--- src/design/mr3k_pkg.sv ---
// ----------------------------------------------------------------------------
// mr3k_pkg
// Shared constants, opcodes and types for the MIPS I integer core.
// ----------------------------------------------------------------------------
package mr3k_pkg;

   localparam int NumRegsDefault = 32;

   typedef logic [31:0] word_type;

   localparam word_type RESET_PC = 32'hbfc00000;
   localparam word_type VEC_BOOT = 32'hbfc00180;
   localparam word_type VEC_NORM = 32'h80000080;

   // input item commands
   localparam logic [1:0] CMD_EXEC = 2'd0;
   localparam logic [1:0] CMD_LOAD = 2'd1;
   localparam logic [1:0] CMD_IRQ  = 2'd2;

   // bus request codes
   localparam logic [1:0] MEM_NONE  = 2'd0;
   localparam logic [1:0] MEM_READ  = 2'd1;
   localparam logic [1:0] MEM_WRITE = 2'd2;

   // exception kinds as reported on the result channel
   localparam logic [3:0] EXC_NONE = 4'd0;
   localparam logic [3:0] EXC_IRQ  = 4'd1;
   localparam logic [3:0] EXC_ADEL = 4'd2;
   localparam logic [3:0] EXC_ADES = 4'd3;
   localparam logic [3:0] EXC_SYS  = 4'd4;
   localparam logic [3:0] EXC_BP   = 4'd5;
   localparam logic [3:0] EXC_RI   = 4'd6;
   localparam logic [3:0] EXC_CPU  = 4'd7;
   localparam logic [3:0] EXC_OV   = 4'd8;

   // cause register codes
   localparam logic [4:0] CAUSE_INT  = 5'd0;
   localparam logic [4:0] CAUSE_ADEL = 5'd4;
   localparam logic [4:0] CAUSE_ADES = 5'd5;
   localparam logic [4:0] CAUSE_SYS  = 5'd8;
   localparam logic [4:0] CAUSE_BP   = 5'd9;
   localparam logic [4:0] CAUSE_RI   = 5'd10;
   localparam logic [4:0] CAUSE_CPU  = 5'd11;
   localparam logic [4:0] CAUSE_OV   = 5'd12;

   // pending load kinds
   localparam logic [2:0] LK_NONE = 3'd0;
   localparam logic [2:0] LK_LB   = 3'd1;
   localparam logic [2:0] LK_LBU  = 3'd2;
   localparam logic [2:0] LK_LH   = 3'd3;
   localparam logic [2:0] LK_LHU  = 3'd4;
   localparam logic [2:0] LK_LW   = 3'd5;

   // configuration register indexes
   localparam logic [0:0] CSR_BOOT_VECTORS = 1'd0;
   localparam logic [0:0] CSR_IRQ_MASK     = 1'd1;

   // primary opcodes
   localparam logic [5:0] OP_SPECIAL   = 6'd0;
   localparam logic [5:0] OP_REGIMM    = 6'd1;
   localparam logic [5:0] OP_J         = 6'd2;
   localparam logic [5:0] OP_JAL       = 6'd3;
   localparam logic [5:0] OP_BEQ       = 6'd4;
   localparam logic [5:0] OP_BNE       = 6'd5;
   localparam logic [5:0] OP_BLEZ      = 6'd6;
   localparam logic [5:0] OP_BGTZ      = 6'd7;
   localparam logic [5:0] OP_ADDI      = 6'd8;
   localparam logic [5:0] OP_ADDI_WRAP = 6'd9;
   localparam logic [5:0] OP_SLTI      = 6'd10;
   localparam logic [5:0] OP_SLTI_UNS  = 6'd11;
   localparam logic [5:0] OP_ANDI      = 6'd12;
   localparam logic [5:0] OP_ORI       = 6'd13;
   localparam logic [5:0] OP_XORI      = 6'd14;
   localparam logic [5:0] OP_LUI       = 6'd15;
   localparam logic [5:0] OP_COP0      = 6'd16;
   localparam logic [5:0] OP_COP1      = 6'd17;
   localparam logic [5:0] OP_COP2      = 6'd18;
   localparam logic [5:0] OP_COP3      = 6'd19;
   localparam logic [5:0] OP_LB        = 6'd32;
   localparam logic [5:0] OP_LH        = 6'd33;
   localparam logic [5:0] OP_LWL       = 6'd34;
   localparam logic [5:0] OP_LW        = 6'd35;
   localparam logic [5:0] OP_LBU       = 6'd36;
   localparam logic [5:0] OP_LHU       = 6'd37;
   localparam logic [5:0] OP_LWR       = 6'd38;
   localparam logic [5:0] OP_SB        = 6'd40;
   localparam logic [5:0] OP_SH        = 6'd41;
   localparam logic [5:0] OP_SWL       = 6'd42;
   localparam logic [5:0] OP_SW        = 6'd43;
   localparam logic [5:0] OP_SWR       = 6'd46;
   localparam logic [5:0] OP_LWC0      = 6'd48;
   localparam logic [5:0] OP_LWC1      = 6'd49;
   localparam logic [5:0] OP_LWC2      = 6'd50;
   localparam logic [5:0] OP_LWC3      = 6'd51;
   localparam logic [5:0] OP_SWC0      = 6'd56;
   localparam logic [5:0] OP_SWC1      = 6'd57;
   localparam logic [5:0] OP_SWC2      = 6'd58;
   localparam logic [5:0] OP_SWC3      = 6'd59;

   // SPECIAL function codes
   localparam logic [5:0] FN_SLL     = 6'd0;
   localparam logic [5:0] FN_SRL     = 6'd2;
   localparam logic [5:0] FN_SRA     = 6'd3;
   localparam logic [5:0] FN_SLLV    = 6'd4;
   localparam logic [5:0] FN_SRLV    = 6'd6;
   localparam logic [5:0] FN_SRAV    = 6'd7;
   localparam logic [5:0] FN_JR      = 6'd8;
   localparam logic [5:0] FN_JALR    = 6'd9;
   localparam logic [5:0] FN_SYSCALL = 6'd12;
   localparam logic [5:0] FN_BREAK   = 6'd13;
   localparam logic [5:0] FN_MFHI    = 6'd16;
   localparam logic [5:0] FN_MTHI    = 6'd17;
   localparam logic [5:0] FN_MFLO    = 6'd18;
   localparam logic [5:0] FN_MTLO    = 6'd19;
   localparam logic [5:0] FN_MULT    = 6'd24;
   localparam logic [5:0] FN_MULTU   = 6'd25;
   localparam logic [5:0] FN_DIV     = 6'd26;
   localparam logic [5:0] FN_DIVU    = 6'd27;
   localparam logic [5:0] FN_ADD     = 6'd32;
   localparam logic [5:0] FN_ADDU    = 6'd33;
   localparam logic [5:0] FN_SUB     = 6'd34;
   localparam logic [5:0] FN_SUBU    = 6'd35;
   localparam logic [5:0] FN_AND     = 6'd36;
   localparam logic [5:0] FN_OR      = 6'd37;
   localparam logic [5:0] FN_XOR     = 6'd38;
   localparam logic [5:0] FN_NOR     = 6'd39;
   localparam logic [5:0] FN_SLT     = 6'd42;
   localparam logic [5:0] FN_SLTU    = 6'd43;

   // REGIMM rt codes
   localparam logic [4:0] RI_BLTZ   = 5'd0;
   localparam logic [4:0] RI_BGEZ   = 5'd1;
   localparam logic [4:0] RI_BLTZAL = 5'd16;
   localparam logic [4:0] RI_BGEZAL = 5'd17;

   // request to the multiply/divide unit
   typedef struct packed {
      logic start;
      logic is_div;
      logic is_signed;
   } md_req_type;

endpackage

--- src/design/mr3k_muldiv.sv ---
// ----------------------------------------------------------------------------
// mr3k_muldiv
// Multiply/divide unit: 32x32 multiply with signed correction (MD_MUL, then MD_MFIX),
// restoring divide one quotient bit per cycle (MD_DIV, then MD_DFIX).
// ----------------------------------------------------------------------------
module mr3k_muldiv (
   input  logic                 clock,
   input  logic                 reset,
   input  mr3k_pkg::md_req_type md_req,
   input  mr3k_pkg::word_type   opa,
   input  mr3k_pkg::word_type   opb,
   output logic                 done,
   output mr3k_pkg::word_type   hi,
   output mr3k_pkg::word_type   lo
);
   import mr3k_pkg::*;

   localparam logic [2:0] MD_IDLE = 3'd0;
   localparam logic [2:0] MD_MUL  = 3'd1;
   localparam logic [2:0] MD_MFIX = 3'd2;
   localparam logic [2:0] MD_DIV  = 3'd3;
   localparam logic [2:0] MD_DFIX = 3'd4;

   logic [2:0]  st_ff, st_in;
   word_type    a_ff, a_in, b_ff, b_in;
   logic        sgn_ff, sgn_in;
   logic [63:0] prod_ff, prod_in;
   word_type    rem_ff, rem_in, quo_ff, quo_in;
   logic [4:0]  cnt_ff, cnt_in;
   logic        qneg_ff, qneg_in, rneg_ff, rneg_in;
   word_type    hi_ff, hi_in, lo_ff, lo_in;
   logic        done_ff, done_in;
   logic [32:0] trial;
   word_type    mag_a, mag_b;

   assign mag_a = (md_req.is_signed && opa[31]) ? (32'd0 - opa) : opa;
   assign mag_b = (md_req.is_signed && opb[31]) ? (32'd0 - opb) : opb;
   assign trial = {rem_ff, quo_ff[31]} - {1'b0, b_ff};

   always_comb begin
      st_in   = st_ff;
      a_in    = a_ff;
      b_in    = b_ff;
      sgn_in  = sgn_ff;
      prod_in = prod_ff;
      rem_in  = rem_ff;
      quo_in  = quo_ff;
      cnt_in  = cnt_ff;
      qneg_in = qneg_ff;
      rneg_in = rneg_ff;
      hi_in   = hi_ff;
      lo_in   = lo_ff;
      done_in = 1'b0;
      unique case (st_ff)
         MD_IDLE: begin
            if (md_req.start) begin
               sgn_in = md_req.is_signed;
               if (md_req.is_div) begin
                  b_in    = mag_b;
                  quo_in  = mag_a;
                  rem_in  = '0;
                  cnt_in  = '0;
                  qneg_in = md_req.is_signed && (opa[31] ^ opb[31]);
                  rneg_in = md_req.is_signed && opa[31];
                  st_in   = MD_DIV;
               end else begin
                  a_in  = opa;
                  b_in  = opb;
                  st_in = MD_MUL;
               end
            end
         end
         MD_MUL: begin
            prod_in = {32'd0, a_ff} * {32'd0, b_ff};
            st_in   = MD_MFIX;
         end
         MD_MFIX: begin
            // signed product from the unsigned one: subtract the cross terms
            hi_in = prod_ff[63:32]
                    - ((sgn_ff && a_ff[31]) ? b_ff : 32'd0)
                    - ((sgn_ff && b_ff[31]) ? a_ff : 32'd0);
            lo_in   = prod_ff[31:0];
            done_in = 1'b1;
            st_in   = MD_IDLE;
         end
         MD_DIV: begin
            if (!trial[32]) begin
               rem_in = trial[31:0];
               quo_in = {quo_ff[30:0], 1'b1};
            end else begin
               rem_in = {rem_ff[30:0], quo_ff[31]};
               quo_in = {quo_ff[30:0], 1'b0};
            end
            cnt_in = cnt_ff + 5'd1;
            if (cnt_ff == 5'd31) begin
               st_in = MD_DFIX;
            end
         end
         MD_DFIX: begin
            lo_in   = qneg_ff ? (32'd0 - quo_ff) : quo_ff;
            hi_in   = rneg_ff ? (32'd0 - rem_ff) : rem_ff;
            done_in = 1'b1;
            st_in   = MD_IDLE;
         end
         default: st_in = MD_IDLE;
      endcase
   end

   always_ff @(posedge clock) begin
      if (reset) begin
         st_ff   <= MD_IDLE;
         done_ff <= 1'b0;
      end else begin
         st_ff   <= st_in;
         done_ff <= done_in;
      end
   end

   always_ff @(posedge clock) begin
      a_ff    <= a_in;
      b_ff    <= b_in;
      sgn_ff  <= sgn_in;
      prod_ff <= prod_in;
      rem_ff  <= rem_in;
      quo_ff  <= quo_in;
      cnt_ff  <= cnt_in;
      qneg_ff <= qneg_in;
      rneg_ff <= rneg_in;
      hi_ff   <= hi_in;
      lo_ff   <= lo_in;
   end

   assign done = done_ff;
   assign hi   = hi_ff;
   assign lo   = lo_ff;

endmodule

--- config.mk ---
export PLATFORM = sky130hd
export DESIGN_NAME = mr3k_muldiv
export DESIGN_NICKNAME = d
export VERILOG_FILES = /design/src/design/mr3k_pkg.sv /design/src/design/mr3k_muldiv.sv
export SDC_FILE = /design/constraint.sdc
export NUM_CORES = 2
export LEC_CHECK = 0
export BUFFER_PORTS_ARGS = -buffer_cell sky130_fd_sc_hd__buf_2
export CAP_MARGIN = 20
export CELL_PAD_IN_SITES_DETAIL_PLACEMENT = 1
export CELL_PAD_IN_SITES_GLOBAL_PLACEMENT = 1
export CORE_MARGIN = 4
export CORE_UTILIZATION = 30
export DETAILED_ROUTE_END_ITERATION = 12
export PLACE_DENSITY = 0.54
export SLEW_MARGIN = 15
export SYNTH_ARGS = -nofsm -noshare
export SYNTH_HDL_FRONTEND = slang
export SYNTH_SLANG_ARGS = --single-unit
export TNS_END_PERCENT = 30
--- constraint.sdc ---
create_clock -name clock -period 11.3 [get_ports clock]
set_clock_uncertainty 0.2 [all_clocks]
set_input_delay 0 -clock clock [delete_from_list [all_inputs] [get_ports clock]]
set_output_delay 0 -clock clock [all_outputs]
set_load 0.005 [all_outputs]
**Word level (Yosys, flattened, before mapping)**

Index checks and enable logic that the tools add are counted.

- $add $sub $neg: 8
- Multipliers: 1
- Eq/ne operators: 8
- Mux-type cells: 25
- Bitwise operators: 2
- Reduce and logical (&&, ||, !) cells: 14

Operators with widths:

| operator | count |
|---|---|
| 32-bit 2-to-1 mux | 12 |
| 32-bit one-hot mux with 2 select lines | 4 |
| 1-bit by 32-bit subtractor with 32-bit output, first input constant | 4 |
| 32-bit by 32-bit multiplier with 64-bit output | 1 |
| 32-bit subtractor | 2 |
| 33-bit by 32-bit subtractor with 33-bit output | 1 |
| 5-bit 2-to-1 mux | 2 |
| 5-bit one-hot mux with 2 select lines | 1 |
| 3-bit one-hot mux with 3 select lines | 1 |
| 3-bit AND reduction | 3 |
| 3-bit by 2-bit equality test with 1-bit output, second input constant | 2 |
| 3-bit 2-to-1 mux | 2 |
| 2-bit inequality test, second input constant | 3 |
| 5-bit by 1-bit adder with 5-bit output, second input constant | 1 |
| 5-bit equality test, second input constant | 1 |
| 1-bit logical AND | 5 |
| 2-bit AND reduction | 2 |
| 2-bit nonzero test | 2 |
| 3-bit by 1-bit equality test with 1-bit output, second input constant | 1 |
| 3-bit equality test, second input constant | 1 |
| 3-bit logical NOT | 1 |
| 1-bit 2-to-1 mux | 2 |
| 2-bit 2-to-1 mux | 1 |
| 2-bit OR reduction | 1 |
| 2 further kinds | 2 |

- Flip-flop bits (word level): 268
- Input port bits: 69
- Output and inout port bits: 65
- Word-level logic and storage cells: 71

**Depth between registers and ports, before layout**

- Depth after elaboration: 5
- Mapped depth: 28
- Mapped depth without buffers: 26

**Worst setup path before layout**

Ideal clock, no wire load.

- Path kind: register to register
- From: reg b_ff[8]
- To: reg prod_ff[60] (data pin)
- Library setup time: 0.263 ns
- Data arrival time: 7.460 ns
- Required time: 10.837 ns
- Setup slack: 3.377 ns
- Cell stages (with the launch flop): 26
- Buffers on the path: 2
- Clock period less this slack: 7.923 ns
- Cells stage by stage: edfxtp_1 -> clkbuf_1 -> and2_1 -> fa_1 -> fa_1 -> inv_1 -> fa_1 -> fa_1 -> inv_1 -> fa_1 -> fa_1 -> fa_1 -> inv_1 -> fa_1 -> inv_1 -> ha_1 -> clkbuf_1 -> a21oi_1 -> o21ai_0 -> or2_2 -> o31ai_1 -> a31oi_1 -> a211oi_1 -> o21bai_1 -> mux2i_1 -> a2111o_1

- Word-level cells in the longest chain between the ends: 1

Ends and longest elaborated chain:

| item | line | RTL |
|---|---|---|
| start, declared | mr3k_muldiv.sv:25 | `word_type a_ff, a_in, b_ff, b_in;` |
| start signal, assigned | mr3k_muldiv.sv:121 | `b_ff <= b_in;` |
| 32-bit by 32-bit multiplier with 64-bit output | mr3k_muldiv.sv:74 | `prod_in = {32'd0, a_ff} * {32'd0, b_ff};` |
| end signal, assigned | mr3k_muldiv.sv:123 | `prod_ff <= prod_in;` |
| end, declared | mr3k_muldiv.sv:27 | `logic [63:0] prod_ff, prod_in;` |

Every way passes these cells.
A chain may end at the register's enable or synchronous reset.

**Worst setup path after layout**

- From: reg a_ff[18]
- To: reg prod_ff[60] (data pin)

- Word-level cells in the longest chain between the ends: 1

Ends and longest elaborated chain:

| item | line | RTL |
|---|---|---|
| start, declared | mr3k_muldiv.sv:25 |  |
| start signal, assigned | mr3k_muldiv.sv:120 | `a_ff <= a_in;` |
| 32-bit by 32-bit multiplier with 64-bit output | mr3k_muldiv.sv:74 |  |

Every way passes these cells.

==> PnR_summary.wiki <==
{| class="wikitable"
! Metric !! Value
|-
| Min cycle time layout || 9.84 ns
|-
| Core Region || 163000 um2
|-
| Capture point of the worst reg-to-reg path || prod_ff[60]
|-
| Starting density of the core || 30.2%
|-
| Ordered cell list for the critical path || buf_4 > and2_1 > fa_1 > inv_1 > fa_1 > fa_1 > fa_1 > inv_1 > fa_1 > fa_1 > fa_1 > fa_1 > ha_1 > a21oi_1 > o21ai_0 > or2_2 > o31ai_1 > a31oi_1 > a211oi_1 > o21bai_1 > mux2i_1 > a2111o_1
|-
| Antenna Violating Nets Remaining || 0
|-
| Final #Nets || 6657
|-
| Reg-to-reg setup timing slack || 1.46 ns
|-
| Kind of cell with the highest combined delay on the critical path || adder cells
|-
| Via count of the first global-routing pass || 41400
|-
| Worst hold path stage count || 2
|-
| Actual slew at the worst max-slew pin || 1.09 ns
|-
| Clock-pin slew on the worst setup and hold paths || 0.06 ns
|-
| Sequential-to-total area share from yosys stat || 16.2%
|-
| Syn Nets || 6522
|-
| Finished Layout Cells || 7531
|-
| Final core area utilization || 33.8%
|-
| Top-level I/O count || 134
|-
| Die Span X || 413 um
|-
| Average cell area after synthesis || 9.50 um2
|-
| Overall overflow remaining after global route || 0
|-
| Start of the worst register-to-register path || a_ff[18]
|-
| Violation count after the first detailed-routing iteration || 1896
|-
| Final Max Tran Viols || 0
|-
| Clock buffers created by TritonCTS || 36
|-
| Critical Path AT || 9.96 ns
|-
| Pin count of the biggest net entering global routing || 65
|-
| Routed wire length per instance || 22.9 um
|-
| Number of distinct standard cells referenced by the synthesized netlist || 67
|-
| Remaining max-slew budget at the tightest pin || 27.2%
|-
| Buffers inserted during post-CTS setup optimization || 0
|-
| Run status || complete, no violations
|-
| Final design instance area without fill || 55100 um2
|-
| Async set-or-reset flop fraction in the synthesized netlist || 0%
|-
| Fillers || 18700
|-
| Largest stage delay, worst path || 1.03 ns
|-
| Total die area || 171000 um2
|-
| Post-detailed-placement half-perimeter wirelength || 137000 um
|-
| Highest clock frequency the design can meet || 0.102 GHz
|-
| Nature of the critical path endpoint || flop
|-
| Post-Place Cell Area || 52800 um2
|-
| Via count || 36500
|-
| CTS Sinks || 268
|-
| Combined global-route utilization of all metal layers || 20.6%
|-
| Routability Congestion || 0.877
|-
| Share of final-layout standard cells stronger than drive strength 1 || 6.31%
|-
| Maximum number of buffers from clock root to sink || 3
|-
| Most used DFF post-synth || sky130_fd_sc_hd__edfxtp_1
|-
| Port-buffer cells || 133
|-
| Number of placed instances, taps included || 7357
|-
| Number of antenna violations at the first check in global routing || 11
|-
| First-pass iteration count of the detailed router || 5
|-
| Required @ worst endpoint || 11.42 ns
|-
| Worst-case hold path end point || a_ff[16]
|-
| Max_cap viols || 0
|-
| Launch point of the critical path || a_ff[18]
|-
| Number of vias per cell || 4.84
|-
| Number of stages on the worst setup path || 22
|-
| Layout overhead on the synthesized area || 11.8%
|-
| Crit path kind || flop to flop
|-
| Total routed wirelength || 173000 um
|-
| Synthesis Warnings || 0
|-
| CTS tree || yes
|-
| Post-synthesis instance area || 49300 um2
|-
| Hold path startpoint || opa[16]
|-
| Number of cells produced by synthesis || 5191
|-
| Unrepaired setup endpoints after global routing || false
|-
| DR DRC count || 0
|-
| Die outline height || 413 um
|-
| Post-synth EDFFs || 264
|-
| Hold violation count in the final report || 0
|-
| Worst Reg-to-Reg Cells || 22
|-
| Total of endpoints with negative setup slack in the final report || 0
|-
| Buf/Inv on CP || 3
|-
| Clock root buffer || sky130_fd_sc_hd__clkbuf_16
|-
| Clock insertion delay at the later pin of the skew report || 0.60 ns
|-
| Global-route wire length before repair || 265000 um
|-
| Cell with the most instances on the worst path || sky130_fd_sc_hd__fa_1
|-
| Post-synthesis sequential element count || 268
|-
| Post-route clock period utilization || 87.1%
|-
| Worst Path Max Fanout || 13
|-
| Slowest CP cell || sky130_fd_sc_hd__edfxtp_1
|-
| H-Tree Level Count || 2
|-
| Worst Setup Start Kind || flop
|-
| Row Count || 148
|-
| Hold Crit Class || input pin to flop
|-
| Post-Route Setup TNS || 0 ns
|}
[cells in the final DEF, fill, tap and decap left out, types with 6 or more instances in the layout]
cell type and n:
sky130_fd_sc_hd__a211o_1 6, sky130_fd_sc_hd__a211oi_1 21, sky130_fd_sc_hd__a21o_1 76, sky130_fd_sc_hd__a21oi_1 163
sky130_fd_sc_hd__a31oi_1 19, sky130_fd_sc_hd__and2_1 604, sky130_fd_sc_hd__and3_1 19, sky130_fd_sc_hd__and4_1 8
sky130_fd_sc_hd__buf_2 133, sky130_fd_sc_hd__buf_4 109, sky130_fd_sc_hd__clkbuf_16 36, sky130_fd_sc_hd__clkinv_1 9
sky130_fd_sc_hd__dlygate4sd3_1 105, sky130_fd_sc_hd__edfxtp_1 264, sky130_fd_sc_hd__fa_1 928, sky130_fd_sc_hd__ha_1 334
sky130_fd_sc_hd__inv_1 930, sky130_fd_sc_hd__mux2i_1 28, sky130_fd_sc_hd__nand2_1 685, sky130_fd_sc_hd__nand2b_1 26
sky130_fd_sc_hd__nand3_1 26, sky130_fd_sc_hd__nand4_1 14, sky130_fd_sc_hd__nor2_1 131, sky130_fd_sc_hd__nor2b_1 19
sky130_fd_sc_hd__nor3_1 27, sky130_fd_sc_hd__nor4_1 11, sky130_fd_sc_hd__o211ai_1 6, sky130_fd_sc_hd__o21a_1 15
sky130_fd_sc_hd__o21ai_0 168, sky130_fd_sc_hd__o21bai_1 12, sky130_fd_sc_hd__o22ai_1 6, sky130_fd_sc_hd__o31ai_1 25
sky130_fd_sc_hd__o41ai_1 13, sky130_fd_sc_hd__or2_2 8, sky130_fd_sc_hd__or3_1 11, sky130_fd_sc_hd__or4_1 13
sky130_fd_sc_hd__xnor2_1 137, sky130_fd_sc_hd__xor2_1 101
[repair_timing]
item	in CTS	in global routing
gates resized for setup	0	0
hold buffers	105	0
endpoints found under the setup margin	0	0
endpoints found under the hold margin	121	0
[synthesized netlist by cell type, drive strengths merged, types with 28 or more instances]
| master | instances | area share, % |
|---|---|---|
| a21o | 76 | 1.2 |
| a21oi | 164 | 1.7 |
| and2 | 605 | 7.7 |
| clkbuf | 256 | 1.9 |
| edfxtp | 264 | 16 |
| fa | 928 | 38 |
| ha | 334 | 8.5 |
| inv | 930 | 7.1 |
| mux2i | 28 | 0.57 |
| nand2 | 686 | 5.2 |
| nor2 | 133 | 1.0 |
| o21ai | 175 | 1.8 |
| xnor2 | 137 | 2.4 |
| xor2 | 102 | 1.8 |
[sequential cells by signal, indices dropped and copies added, names as in the netlist]
name / cells
a_ff: 32
lo: 32
rem_ff: 32
hi: 32
done: 1
rneg_ff: 1
st_ff: 3
qneg_ff: 1
b_ff: 32
cnt_ff: 5
prod_ff: 64
quo_ff: 32
sgn_ff: 1
[kinds of logic after synthesis]
group,count (synthesis),share of synthesized area (%)
AND/OR/NAND/NOR,1627,16.5
adder cells (fa/ha/maj),1262,46.2
buffers and inverters,1192,9.08
AO/OA/AOI/OAI,575,7.18
flip-flops,268,16.2
XOR/XNOR,239,4.25
multiplexers,28,0.569
[area by class of cell]
class,count,area (um2),share of cell area [%]
clock buffers,37,905,1.64
flip-flops and latches,268,8010,14.5
clock inverters,28,287,0.520
well taps,2175,2720,4.94
repair buffers,359,2800,5.08
inverters,930,3490,6.34
diodes,3,7.51,0.0136
multi-input cells,3731,36900,66.9
[routing by layer]
| layer | share of wire, % | vias to the layer above | global-route usage [%] |
|---|---|---|---|
| li1 | - | 16300 | - |
| met1 | 40 | 19400 | 24.6 |
| met2 | 54 | 512 | 39.3 |
| met3 | 2.4 | 184 | 1.38 |
| met4 | 3.7 | 0 | 6.41 |
| met5 | 0 | - | 0 |
[stage by stage]
| stage | hold WS (ns) | worst slack [ns] |
|---|---|---|
| 2_1_floorplan | -0.128 | 3.38 |
| 3_3_place_gp | 0.00814 | 1.55 |
| 3_5_place_dp | 0.0146 | 1.62 |
| 4_1_cts | 0.00748 | 1.56 |
| 5_1_grt | 0.0145 | 1.06 |
| 6_report | 0.0393 | 1.46 |
[worst max-delay path by stage]
stage / endpoint / slack, ns
3_3_place_gp: prod_ff[61] / 1.55
5_1_grt: prod_ff[61] / 1.06
3_5_place_dp: prod_ff[60] / 1.62
6_report: prod_ff[60] / 1.46
2_1_floorplan: prod_ff[60] / 3.38
4_1_cts: prod_ff[60] / 1.56
Power is not shown: default switching activity piles up to over one toggle a cycle in this logic, so the estimate is an artifact.
